### src/hw/rtl/tgi_pkg.sv
// Package for the triangle grid interpolator: widths, payload types, register
// indexes and reset values. It has no dependencies and comes first in compile order.
`timescale 1ns / 1ps

package tgi_pkg;

  localparam int SAMPLE_BITS    = 8;
  localparam int FRACTION_BITS  = 8;

  localparam int FIELD_BITS     = 8;
  localparam int FACTOR_BITS    = 8;
  localparam int GAIN_BITS      = 10;
  localparam int OFFSET_BITS    = 16;
  localparam int HEIGHT_BITS    = 27;
  localparam int CFG_INDEX_BITS = 2;
  localparam int CFG_DATA_BITS  = 16;

  // Weighted corner sum is at most max sample times n.
  localparam int WSUM_BITS      = SAMPLE_BITS + FACTOR_BITS;
  localparam int PROD_BITS      = WSUM_BITS + GAIN_BITS;
  // Quotient is bounded by max sample * max gain * 2^FRACTION_BITS.
  localparam int QUOT_RAW_BITS  = SAMPLE_BITS + GAIN_BITS + FRACTION_BITS;
  localparam int DIV_STEPS      = 4;
  localparam int DIV_STAGES     = (QUOT_RAW_BITS + DIV_STEPS - 1) / DIV_STEPS;
  localparam int QUOT_BITS      = DIV_STAGES * DIV_STEPS;
  localparam int DIVIDEND_BITS  = QUOT_BITS + FACTOR_BITS;

  // Front stages, divider stages and the output register.
  localparam int PIPE_DEPTH     = 4 + DIV_STAGES + 1;
  localparam int COUNT_BITS     = $clog2(PIPE_DEPTH + 1);

  typedef logic [FIELD_BITS-1:0]    field_t;
  typedef logic [SAMPLE_BITS-1:0]   sample_t;
  typedef logic [FACTOR_BITS-1:0]   factor_t;
  typedef logic [GAIN_BITS-1:0]     gain_t;
  typedef logic [OFFSET_BITS-1:0]   offset_t;
  typedef logic [HEIGHT_BITS-1:0]   height_t;
  typedef logic [WSUM_BITS-1:0]     wsum_t;
  typedef logic [PROD_BITS-1:0]     prod_t;
  typedef logic [QUOT_BITS-1:0]     quot_t;
  typedef logic [DIVIDEND_BITS-1:0] dividend_t;
  typedef logic [COUNT_BITS-1:0]    count_t;
  typedef logic [CFG_INDEX_BITS-1:0] cfg_index_t;
  typedef logic [CFG_DATA_BITS-1:0]  cfg_data_t;

  typedef enum logic [CFG_INDEX_BITS-1:0] {
    CFG_INTERP_FACTOR = 2'd0,
    CFG_HEIGHT_GAIN   = 2'd1,
    CFG_HEIGHT_OFFSET = 2'd2
  } cfg_reg_e;

  localparam factor_t FACTOR_RESET = 8'd100;
  localparam gain_t   GAIN_RESET   = 10'd230;
  localparam offset_t OFFSET_RESET = 16'd1200;

endpackage

### src/hw/rtl/tgi_if.sv
// Valid/ready channel interfaces for the interpolator: input item, result item
// and configuration write. Depends on tgi_pkg.
`timescale 1ns / 1ps

interface tgi_in_if;
  logic            valid;
  logic            ready;
  tgi_pkg::field_t top_left;
  tgi_pkg::field_t top_right;
  tgi_pkg::field_t bottom_left;
  tgi_pkg::field_t bottom_right;
  tgi_pkg::field_t row_off;
  tgi_pkg::field_t col_off;

  modport source (output valid, top_left, top_right, bottom_left, bottom_right,
                  row_off, col_off, input ready);
  modport sink   (input valid, top_left, top_right, bottom_left, bottom_right,
                  row_off, col_off, output ready);
endinterface

interface tgi_out_if;
  logic             valid;
  logic             ready;
  tgi_pkg::height_t height;
  logic             bad_offset;

  modport source (output valid, height, bad_offset, input ready);
  modport sink   (input valid, height, bad_offset, output ready);
endinterface

interface tgi_cfg_if;
  logic                valid;
  logic                ready;
  tgi_pkg::cfg_index_t index;
  tgi_pkg::cfg_data_t  data;

  modport source (output valid, index, data, input ready);
  modport sink   (input valid, index, data, output ready);
endinterface

### src/hw/rtl/tgi_div_pipe.sv
// Pipelined restoring divider: dividend by the 8-bit cell size, several quotient
// bits per stage, with valid bits and a per-stage stall chain. Depends on tgi_pkg.
`timescale 1ns / 1ps

module tgi_div_pipe (
  input  logic                clk_i,
  input  logic                rst_ni,
  input  tgi_pkg::factor_t    divisor_i,
  input  logic                in_valid_i,
  output logic                in_ready_o,
  input  tgi_pkg::dividend_t  in_dividend_i,
  input  logic                in_bad_i,
  output logic                out_valid_o,
  input  logic                out_ready_i,
  output tgi_pkg::quot_t      out_quot_o,
  output logic                out_bad_o
);

  localparam int QB = tgi_pkg::QUOT_BITS;
  localparam int FB = tgi_pkg::FACTOR_BITS;
  localparam int NS = tgi_pkg::DIV_STAGES;

  logic             valid_q [NS];
  logic             bad_q   [NS];
  tgi_pkg::quot_t   acc_q   [NS];
  tgi_pkg::factor_t rem_q   [NS];
  logic [NS-1:0]    stage_rdy;

  for (genvar k = 0; k < NS; k++) begin : g_stage
    tgi_pkg::quot_t   acc_src;
    tgi_pkg::factor_t rem_src;
    logic             valid_src;
    logic             bad_src;
    logic             rdy_next;
    tgi_pkg::quot_t   acc_d;
    tgi_pkg::factor_t rem_d;
    logic [FB:0]      trial;
    logic             qbit;

    if (k == 0) begin : g_first
      // The top bits of the dividend are already below the divisor.
      assign acc_src   = in_dividend_i[QB-1:0];
      assign rem_src   = in_dividend_i[tgi_pkg::DIVIDEND_BITS-1 -: FB];
      assign valid_src = in_valid_i;
      assign bad_src   = in_bad_i;
    end else begin : g_next
      assign acc_src   = acc_q[k-1];
      assign rem_src   = rem_q[k-1];
      assign valid_src = valid_q[k-1];
      assign bad_src   = bad_q[k-1];
    end

    if (k == NS - 1) begin : g_last
      assign rdy_next = out_ready_i;
    end else begin : g_mid
      assign rdy_next = stage_rdy[k+1];
    end

    assign stage_rdy[k] = !valid_q[k] || rdy_next;

    // Dividend bits shift out of the top of acc while quotient bits enter below.
    always_comb begin
      acc_d = acc_src;
      rem_d = rem_src;
      trial = '0;
      qbit  = 1'b0;
      for (int s = 0; s < tgi_pkg::DIV_STEPS; s++) begin
        trial = {rem_d, acc_d[QB-1]};
        if (trial >= {1'b0, divisor_i}) begin
          rem_d = FB'(trial - {1'b0, divisor_i});
          qbit  = 1'b1;
        end else begin
          rem_d = trial[FB-1:0];
          qbit  = 1'b0;
        end
        acc_d = {acc_d[QB-2:0], qbit};
      end
    end

    always_ff @(posedge clk_i or negedge rst_ni) begin
      if (!rst_ni) begin
        valid_q[k] <= 1'b0;
      end else if (stage_rdy[k]) begin
        valid_q[k] <= valid_src;
      end
    end

    always_ff @(posedge clk_i) begin
      if (stage_rdy[k]) begin
        acc_q[k] <= acc_d;
        rem_q[k] <= rem_d;
        bad_q[k] <= bad_src;
      end
    end
  end

  assign in_ready_o  = stage_rdy[0];
  assign out_valid_o = valid_q[NS-1];
  assign out_quot_o  = acc_q[NS-1];
  assign out_bad_o   = bad_q[NS-1];

endmodule

### src/hw/rtl/triangle_grid_interpolator_core.sv
// An input transfer passes through 4 front stages, 7 divider stages and 1 output
// register on its way to out_o. Throughput: one item per cycle,
// set by the fully pipelined datapath; a stage holds only while the stage after it is full.
// Reset (rst_ni, asynchronous, active low) empties the pipeline and loads the
// registers with interp_factor 100, height_gain 230 and height_offset 1200.
`timescale 1ns / 1ps

module triangle_grid_interpolator_core (
  input  logic       clk_i,
  input  logic       rst_ni,
  tgi_cfg_if.sink    cfg_i,
  tgi_in_if.sink     in_i,
  tgi_out_if.source  out_o
);

  // ---------------------------------------------------------------------------
  // Configuration registers. Writes must arrive only while the block is idle; the block
  // does not enforce it. The datapath reads these directly, not carried along with each item.
  // ---------------------------------------------------------------------------
  tgi_pkg::factor_t factor_q;
  tgi_pkg::gain_t   gain_q;
  tgi_pkg::offset_t offset_q;

  assign cfg_i.ready = 1'b1;

  always_ff @(posedge clk_i or negedge rst_ni) begin
    if (!rst_ni) begin
      factor_q <= tgi_pkg::FACTOR_RESET;
      gain_q   <= tgi_pkg::GAIN_RESET;
      offset_q <= tgi_pkg::OFFSET_RESET;
    end else if (cfg_i.valid) begin
      case (tgi_pkg::cfg_reg_e'(cfg_i.index))
        tgi_pkg::CFG_INTERP_FACTOR: factor_q <= tgi_pkg::factor_t'(cfg_i.data);
        tgi_pkg::CFG_HEIGHT_GAIN:   gain_q   <= tgi_pkg::gain_t'(cfg_i.data);
        tgi_pkg::CFG_HEIGHT_OFFSET: offset_q <= tgi_pkg::offset_t'(cfg_i.data);
        default: ;  // Unused index: the write is dropped.
      endcase
    end
  end

  // ---------------------------------------------------------------------------
  // Stall chain. Each stage loads when it is empty or the stage after it moves,
  // so bubbles collapse and an item is never lost or duplicated under backpressure.
  // ---------------------------------------------------------------------------
  logic v1_q, v2_q, v3_q, v4_q;
  logic rdy1, rdy2, rdy3, rdy4;
  logic div_in_ready;
  logic div_valid;
  logic div_bad;
  tgi_pkg::quot_t div_quot;
  logic out_valid_q;
  logic rdy_out;

  assign rdy_out    = !out_valid_q || out_o.ready;
  assign rdy4       = !v4_q || div_in_ready;
  assign rdy3       = !v3_q || rdy4;
  assign rdy2       = !v2_q || rdy3;
  assign rdy1       = !v1_q || rdy2;
  assign in_i.ready = rdy1;

  always_ff @(posedge clk_i or negedge rst_ni) begin
    if (!rst_ni) begin
      v1_q <= 1'b0;
      v2_q <= 1'b0;
      v3_q <= 1'b0;
      v4_q <= 1'b0;
    end else begin
      if (rdy1) begin
        v1_q <= in_i.valid;
      end
      if (rdy2) begin
        v2_q <= v1_q;
      end
      if (rdy3) begin
        v3_q <= v2_q;
      end
      if (rdy4) begin
        v4_q <= v3_q;
      end
    end
  end

  // ---------------------------------------------------------------------------
  // Stage 1: pick the triangle and its three barycentric weights.
  // Below or on the diagonal (col_off <= row_off) the corners are TL, BL, BR;
  // above it they are TL, TR, BR. In both cases the weights are n - max(r, c),
  // |r - c| and min(r, c), which sum to n.
  // ---------------------------------------------------------------------------
  logic             lower;
  logic             bad1_d;
  tgi_pkg::factor_t hi_off, lo_off;
  tgi_pkg::factor_t w0_d, w1_d, w2_d;
  tgi_pkg::sample_t a1_d, b1_d, d1_d;

  always_comb begin
    bad1_d = (tgi_pkg::factor_t'(in_i.row_off) >= factor_q) ||
             (tgi_pkg::factor_t'(in_i.col_off) >= factor_q);
    lower  = (in_i.col_off <= in_i.row_off);
    hi_off = lower ? tgi_pkg::factor_t'(in_i.row_off) : tgi_pkg::factor_t'(in_i.col_off);
    lo_off = lower ? tgi_pkg::factor_t'(in_i.col_off) : tgi_pkg::factor_t'(in_i.row_off);
    w0_d   = factor_q - hi_off;
    w1_d   = hi_off - lo_off;
    w2_d   = lo_off;
    a1_d   = tgi_pkg::sample_t'(in_i.top_left);
    b1_d   = lower ? tgi_pkg::sample_t'(in_i.bottom_left) : tgi_pkg::sample_t'(in_i.top_right);
    d1_d   = tgi_pkg::sample_t'(in_i.bottom_right);
  end

  tgi_pkg::sample_t a1_q, b1_q, d1_q;
  tgi_pkg::factor_t w0_q, w1_q, w2_q;
  logic             bad1_q;

  always_ff @(posedge clk_i) begin
    if (rdy1) begin
      a1_q   <= a1_d;
      b1_q   <= b1_d;
      d1_q   <= d1_d;
      w0_q   <= w0_d;
      w1_q   <= w1_d;
      w2_q   <= w2_d;
      bad1_q <= bad1_d;
    end
  end

  // ---------------------------------------------------------------------------
  // Stage 2: the three small corner-times-weight products, in parallel.
  // ---------------------------------------------------------------------------
  tgi_pkg::wsum_t p0_q, p1_q, p2_q;
  logic           bad2_q;

  always_ff @(posedge clk_i) begin
    if (rdy2) begin
      p0_q   <= tgi_pkg::wsum_t'(a1_q) * tgi_pkg::wsum_t'(w0_q);
      p1_q   <= tgi_pkg::wsum_t'(b1_q) * tgi_pkg::wsum_t'(w1_q);
      p2_q   <= tgi_pkg::wsum_t'(d1_q) * tgi_pkg::wsum_t'(w2_q);
      bad2_q <= bad1_q;
    end
  end

  // ---------------------------------------------------------------------------
  // Stage 3: weighted sum S. For an in-range item S is at most max sample
  // times n, so it fits the sum width without a carry out.
  // ---------------------------------------------------------------------------
  tgi_pkg::wsum_t sum3_q;
  logic           bad3_q;

  always_ff @(posedge clk_i) begin
    if (rdy3) begin
      sum3_q <= p0_q + p1_q + p2_q;
      bad3_q <= bad2_q;
    end
  end

  // ---------------------------------------------------------------------------
  // Stage 4: scale by the height gain.
  // ---------------------------------------------------------------------------
  tgi_pkg::prod_t prod4_q;
  logic           bad4_q;

  always_ff @(posedge clk_i) begin
    if (rdy4) begin
      prod4_q <= tgi_pkg::prod_t'(sum3_q) * tgi_pkg::prod_t'(gain_q);
      bad4_q  <= bad3_q;
    end
  end

  // ---------------------------------------------------------------------------
  // Divider: floor(S * gain * 2^FRACTION_BITS / n). The fraction bits enter as
  // zeros below the product. For an out-of-range item n may be zero; the
  // quotient is then meaningless and is replaced by zero at the output.
  // ---------------------------------------------------------------------------
  tgi_pkg::dividend_t dividend;

  assign dividend = tgi_pkg::dividend_t'(prod4_q) << tgi_pkg::FRACTION_BITS;

  tgi_div_pipe u_div (
    .clk_i         (clk_i),
    .rst_ni        (rst_ni),
    .divisor_i     (factor_q),
    .in_valid_i    (v4_q),
    .in_ready_o    (div_in_ready),
    .in_dividend_i (dividend),
    .in_bad_i      (bad4_q),
    .out_valid_o   (div_valid),
    .out_ready_i   (rdy_out),
    .out_quot_o    (div_quot),
    .out_bad_o     (div_bad)
  );

  // ---------------------------------------------------------------------------
  // Output register: add the offset in fixed point and force zero on a bad
  // offset. The sum is taken modulo the height width.
  // ---------------------------------------------------------------------------
  tgi_pkg::height_t height_d, height_q;
  logic             bad_out_q;

  assign height_d = div_bad ? '0
                  : tgi_pkg::height_t'(div_quot) +
                    (tgi_pkg::height_t'(offset_q) << tgi_pkg::FRACTION_BITS);

  always_ff @(posedge clk_i or negedge rst_ni) begin
    if (!rst_ni) begin
      out_valid_q <= 1'b0;
    end else if (rdy_out) begin
      out_valid_q <= div_valid;
    end
  end

  always_ff @(posedge clk_i) begin
    if (rdy_out) begin
      height_q  <= height_d;
      bad_out_q <= div_bad;
    end
  end

  assign out_o.valid      = out_valid_q;
  assign out_o.height     = height_q;
  assign out_o.bad_offset = bad_out_q;

endmodule

### src/flat_wrapper.sv
// flat-port wrapper written by rule: the top's interface ports become plain ports
module triangle_grid_interpolator_core_flat 
  (clk_i, rst_ni, cfg_i_valid, cfg_i_index, cfg_i_data, cfg_i_ready, in_i_valid, in_i_top_left, in_i_top_right, in_i_bottom_left, in_i_bottom_right, in_i_row_off, in_i_col_off, in_i_ready, out_o_valid, out_o_height, out_o_bad_offset, out_o_ready);
  tgi_cfg_if cfg_i_i ();
  tgi_in_if in_i_i ();
  tgi_out_if out_o_i ();
  input  logic clk_i;
  input  logic rst_ni;
  input wire logic [$bits(cfg_i_i.valid)-1:0] cfg_i_valid;
  input wire logic [$bits(cfg_i_i.index)-1:0] cfg_i_index;
  input wire logic [$bits(cfg_i_i.data)-1:0] cfg_i_data;
  output wire logic [$bits(cfg_i_i.ready)-1:0] cfg_i_ready;
  input wire logic [$bits(in_i_i.valid)-1:0] in_i_valid;
  input wire logic [$bits(in_i_i.top_left)-1:0] in_i_top_left;
  input wire logic [$bits(in_i_i.top_right)-1:0] in_i_top_right;
  input wire logic [$bits(in_i_i.bottom_left)-1:0] in_i_bottom_left;
  input wire logic [$bits(in_i_i.bottom_right)-1:0] in_i_bottom_right;
  input wire logic [$bits(in_i_i.row_off)-1:0] in_i_row_off;
  input wire logic [$bits(in_i_i.col_off)-1:0] in_i_col_off;
  output wire logic [$bits(in_i_i.ready)-1:0] in_i_ready;
  output wire logic [$bits(out_o_i.valid)-1:0] out_o_valid;
  output wire logic [$bits(out_o_i.height)-1:0] out_o_height;
  output wire logic [$bits(out_o_i.bad_offset)-1:0] out_o_bad_offset;
  input wire logic [$bits(out_o_i.ready)-1:0] out_o_ready;
  assign cfg_i_i.valid = cfg_i_valid;
  assign cfg_i_i.index = cfg_i_index;
  assign cfg_i_i.data = cfg_i_data;
  assign cfg_i_ready = cfg_i_i.ready;
  assign in_i_i.valid = in_i_valid;
  assign in_i_i.top_left = in_i_top_left;
  assign in_i_i.top_right = in_i_top_right;
  assign in_i_i.bottom_left = in_i_bottom_left;
  assign in_i_i.bottom_right = in_i_bottom_right;
  assign in_i_i.row_off = in_i_row_off;
  assign in_i_i.col_off = in_i_col_off;
  assign in_i_ready = in_i_i.ready;
  assign out_o_valid = out_o_i.valid;
  assign out_o_height = out_o_i.height;
  assign out_o_bad_offset = out_o_i.bad_offset;
  assign out_o_i.ready = out_o_ready;
  triangle_grid_interpolator_core u_core (.clk_i(clk_i), .rst_ni(rst_ni), .cfg_i(cfg_i_i), .in_i(in_i_i), .out_o(out_o_i));
endmodule
### config.mk
export PLATFORM = sky130hd
export DESIGN_NAME = triangle_grid_interpolator_core_flat
export DESIGN_NICKNAME = d
export VERILOG_FILES = /design/src/hw/rtl/tgi_pkg.sv /design/src/hw/rtl/tgi_if.sv /design/src/hw/rtl/tgi_div_pipe.sv /design/src/hw/rtl/triangle_grid_interpolator_core.sv /design/src/flat_wrapper.sv
export SDC_FILE = /design/constraint.sdc
export NUM_CORES = 2
export LEC_CHECK = 0
export ABC_AREA = 1
export BUFFER_PORTS_ARGS = -buffer_cell sky130_fd_sc_hd__buf_2
export CORE_ASPECT_RATIO = 2
export CORE_MARGIN = 8
export CORE_UTILIZATION = 51
export CTS_CLUSTER_DIAMETER = 80
export DETAILED_ROUTE_END_ITERATION = 16
export GPL_ROUTABILITY_DRIVEN = 0
export PLACE_DENSITY = 0.7
export SETUP_SLACK_MARGIN = 0.2
export SLEW_MARGIN = 20
export SYNTH_ARGS = -nofsm -noshare
export SYNTH_HDL_FRONTEND = slang
export SYNTH_SLANG_ARGS = --single-unit
### constraint.sdc
create_clock -name clk_i -period 10.8 [get_ports clk_i]
set_input_delay 1.62 -clock clk_i [delete_from_list [all_inputs] [get_ports clk_i]]
set_output_delay 1.62 -clock clk_i [all_outputs]
set_load 0.02 [all_outputs]
==> results.yml <==
sta:
  rsz0062_at_grt: "no"
  slew_violations: 0
  min_period_over_period: 0.751
  max_slew_margin: 0.337
  fmax_ghz: 0.123
  hold_viol: 0
  tightest_slew_ns: 0.992
  period_needed_ns: 8.11
  setup_violations: 0
  fin_skew_ns: 0.0691
  setup_tns_ns: 0
synth:
  seq_area_frac_synth: 0.310
  netlist_instances: 4689
  synth-compound-area-share: 0.0782
  synth_top_family_by_area: "adder cells"
  synth-xor-area-share: 0.0488
  ys_seq_elements: 416
  synth_flop_cell: "edfxtp_1"
  synthMuxAreaShare: 0.00398
  synthSimpleGateAreaFrac: 0.191
  synth_edf_count: 370
  yosysWarnings: 0
  yosysUniqueCellTypes: 60
  synthAdderAreaFrac: 0.272
  syn_area_um2: 39700
  async_flop_share: 0.111
  syn_nets: 5466
  syn_area_per_cell_um2: 8.46
layout:
  drive_gt1_frac: 0.0732
  synthToLayoutAreaGrowth_pct: 7.10
  nets: 5513
  final_common_cell: "nand2_1"
  layout_common_cells: "nand2_1 (1253), inv_1 (853), ha_1 (448)"
  nFillCells: 7127
worst_hold_path:
  hold_path_class: "reg2reg"
global_routing:
  grt_overflow_total: 0
  grt_pass1_wl_um: 163000
  grt_usage: 0.240
  grt_pass1_vias: 32500
  antenna_found_initial: 11
  grt_max_degree: 51
setup_path:
  crit_path_max_incr_delay_ns: 0.56
  worstSetupPathType: "reg2reg"
  endpoint_kind: "flip-flop"
  cpMostUsedCell: "nand2_1"
  cp-start-kind: "flip-flop"
  cp.arrival_ns: 8.56
  crit_required_ns: 11.25
  crit_fanout: 24
  slowest_stage: "o21ai_0"
clock_network:
  cts_hold_buf: 0
  clkSinkCount: 416
  cts_buffers: 42
  postCtsSetupBuffers: 0
  h-tree-depth: 2
  clk_pin_slew_worst_paths_ns: 0.06
  cts-root-buf: "clkbuf_16"
  cts_tree: "done"
  cts_resized: 0
  clock_latency_ns: 0.64
  clk_path_buf_depth: 3
floorplan:
  initial_core_util: 0.514
  dieArea_um2: 87500
  rows: 144
  die_x_um: 213
  core-area_um2: 77100
  die_y_um: 410
  ios: 102
detailed_routing:
  ant_nets: 0
  vias_per_cell: 5.39
  drc: 0
  drt_iter0_drc: 1663
  vias: 31300
  wl_per_cell_um: 18.0
  drtPass1Iterations: 5
  drt_wl_total_um: 104000
outcome:
  status: "complete, no violations"
flow_run:
  drv_cap: 0
place:
  hpwl_um: 83400
  io_buffers: 100
## worst max-delay path, delay by kind of cell, from the launching register on
kind | cells | cell delay (ns)
AND/OR/NAND/NOR | 18 | 2.38
adder cells (fa/ha/maj) | 4 | 1.42
flip-flops | 1 | 0.54
AO/OA/AOI/OAI | 12 | 2.61
buffers and inverters | 4 | 0.95
## cells by family after synthesis
family                   Yosys count
AND/OR/NAND/NOR                 1785
buffers and inverters            995
adder cells (fa/ha/maj)          706
AO/OA/AOI/OAI                    551
flip-flops                       416
XOR/XNOR                         221
multiplexers                      14
other                              1
## metal layers
layer  vias to the layer above  wire [µm]  global-route usage
li1                      15100          -                   -
met1                     14800      32900               0.210
met2                       849      56900               0.465
met3                       477       4350              0.0353
met4                         4      10200               0.198
met5                         -         25                   0
## per-stage QoR
| step | instances | utilization | setup WS (ns) | hold WS (ns) | area (µm²) |
|---|---|---|---|---|---|
| 2_1_floorplan | 4689 | - | 2.96 | 0.400 | 39700 |
| 3_3_place_gp | 5714 | 0.532 | 2.89 | 0.401 | 41000 |
| 3_5_place_dp | 5714 | 0.532 | 2.76 | 0.405 | 41000 |
| 4_1_cts | 5792 | 0.551 | 2.66 | 0.418 | 42500 |
| 5_1_grt | 5792 | 0.551 | 1.92 | 0.418 | 42500 |
| 6_report | 5798 | 0.551 | 2.69 | 0.414 | 42500 |
## path summary, 6_finish.rpt
kind	from	end	slack, ns	cells past startpoint
worst max register to register	u_core.factor_q[6]$_DFFE_PN1P_	u_core.u_div.rem_q[1][4]$_DFFE_PP_	2.69	38
min in group asynchronous	rst_ni	u_core.out_o.valid$_DFFE_PN0P_	1.12	2
worst min-delay path	u_core.u_div.acc_q[1][18]$_DFFE_PP_	u_core.u_div.acc_q[2][22]$_DFFE_PP_	0.41	0
worst max-delay path	u_core.factor_q[6]$_DFFE_PN1P_	u_core.u_div.rem_q[1][4]$_DFFE_PP_	2.69	38
worst min register to register	u_core.u_div.acc_q[1][18]$_DFFE_PP_	u_core.u_div.acc_q[2][22]$_DFFE_PP_	0.41	0
max in group asynchronous	rst_ni	u_core.gain_q[9]$_DFFE_PN0P_	9.09	2
## state kept, by name, indices dropped and copies added, names as in the netlist, 10 cells and up
name,cells
u_core.gain_q,10
u_core.offset_q,16
u_core.out_o.height,27
u_core.p0_q,16
u_core.p1_q,16
u_core.p2_q,16
u_core.prod4_q,26
u_core.sum3_q,16
u_core.u_div.acc_q,145
u_core.u_div.rem_q,48
## synth_stat cells (9+ instances only)
master       n  area, µm²
nand3_2     14        140
nor2_2      16        100
edfxtp_1   370      11100
or2_2       23        144
o21bai_1    19        143
nand3_1    192        961
inv_2       14       52.6
dfstp_2     12        315
a21o_1       9       67.6
a21oi_1    257       1290
inv_1      863       3240
nand2_1   1254       4710
buf_2       10       50.1
o21ai_1     23        115
nand3b_1    11       82.6
a31oi_1     14       87.6
dfrtp_1     34        851
ha_1       448       5610
xnor2_1     79        692
buf_6       11        124
nand2_2     16        100
nand4_1     41        257
o21ai_0    155        776
xor2_1     142       1240
mux2_2      14        158
nor3_1      23        115
clkbuf_1    90        338
o21ai_2     12        105
fa_1       258       5160
o211ai_1     9       67.6
nor2_1     165        619
o21a_1      14        105
## cell type report
cell class	instances	area [µm²]	share of cell area
repair buffers	119	643	0.0151
inverters	879	3300	0.0778
clock buffers	47	1080	0.0254
multi-input cells	3278	23500	0.554
flip-flops and latches	416	12300	0.289
diodes	6	15.0	0.000353
clock inverters	31	340	0.00801
well taps	1022	1280	0.0301
Power is left out: the tool's default activity adds up to more than one toggle a clock period on the data nets, which glitch-free logic cannot reach.
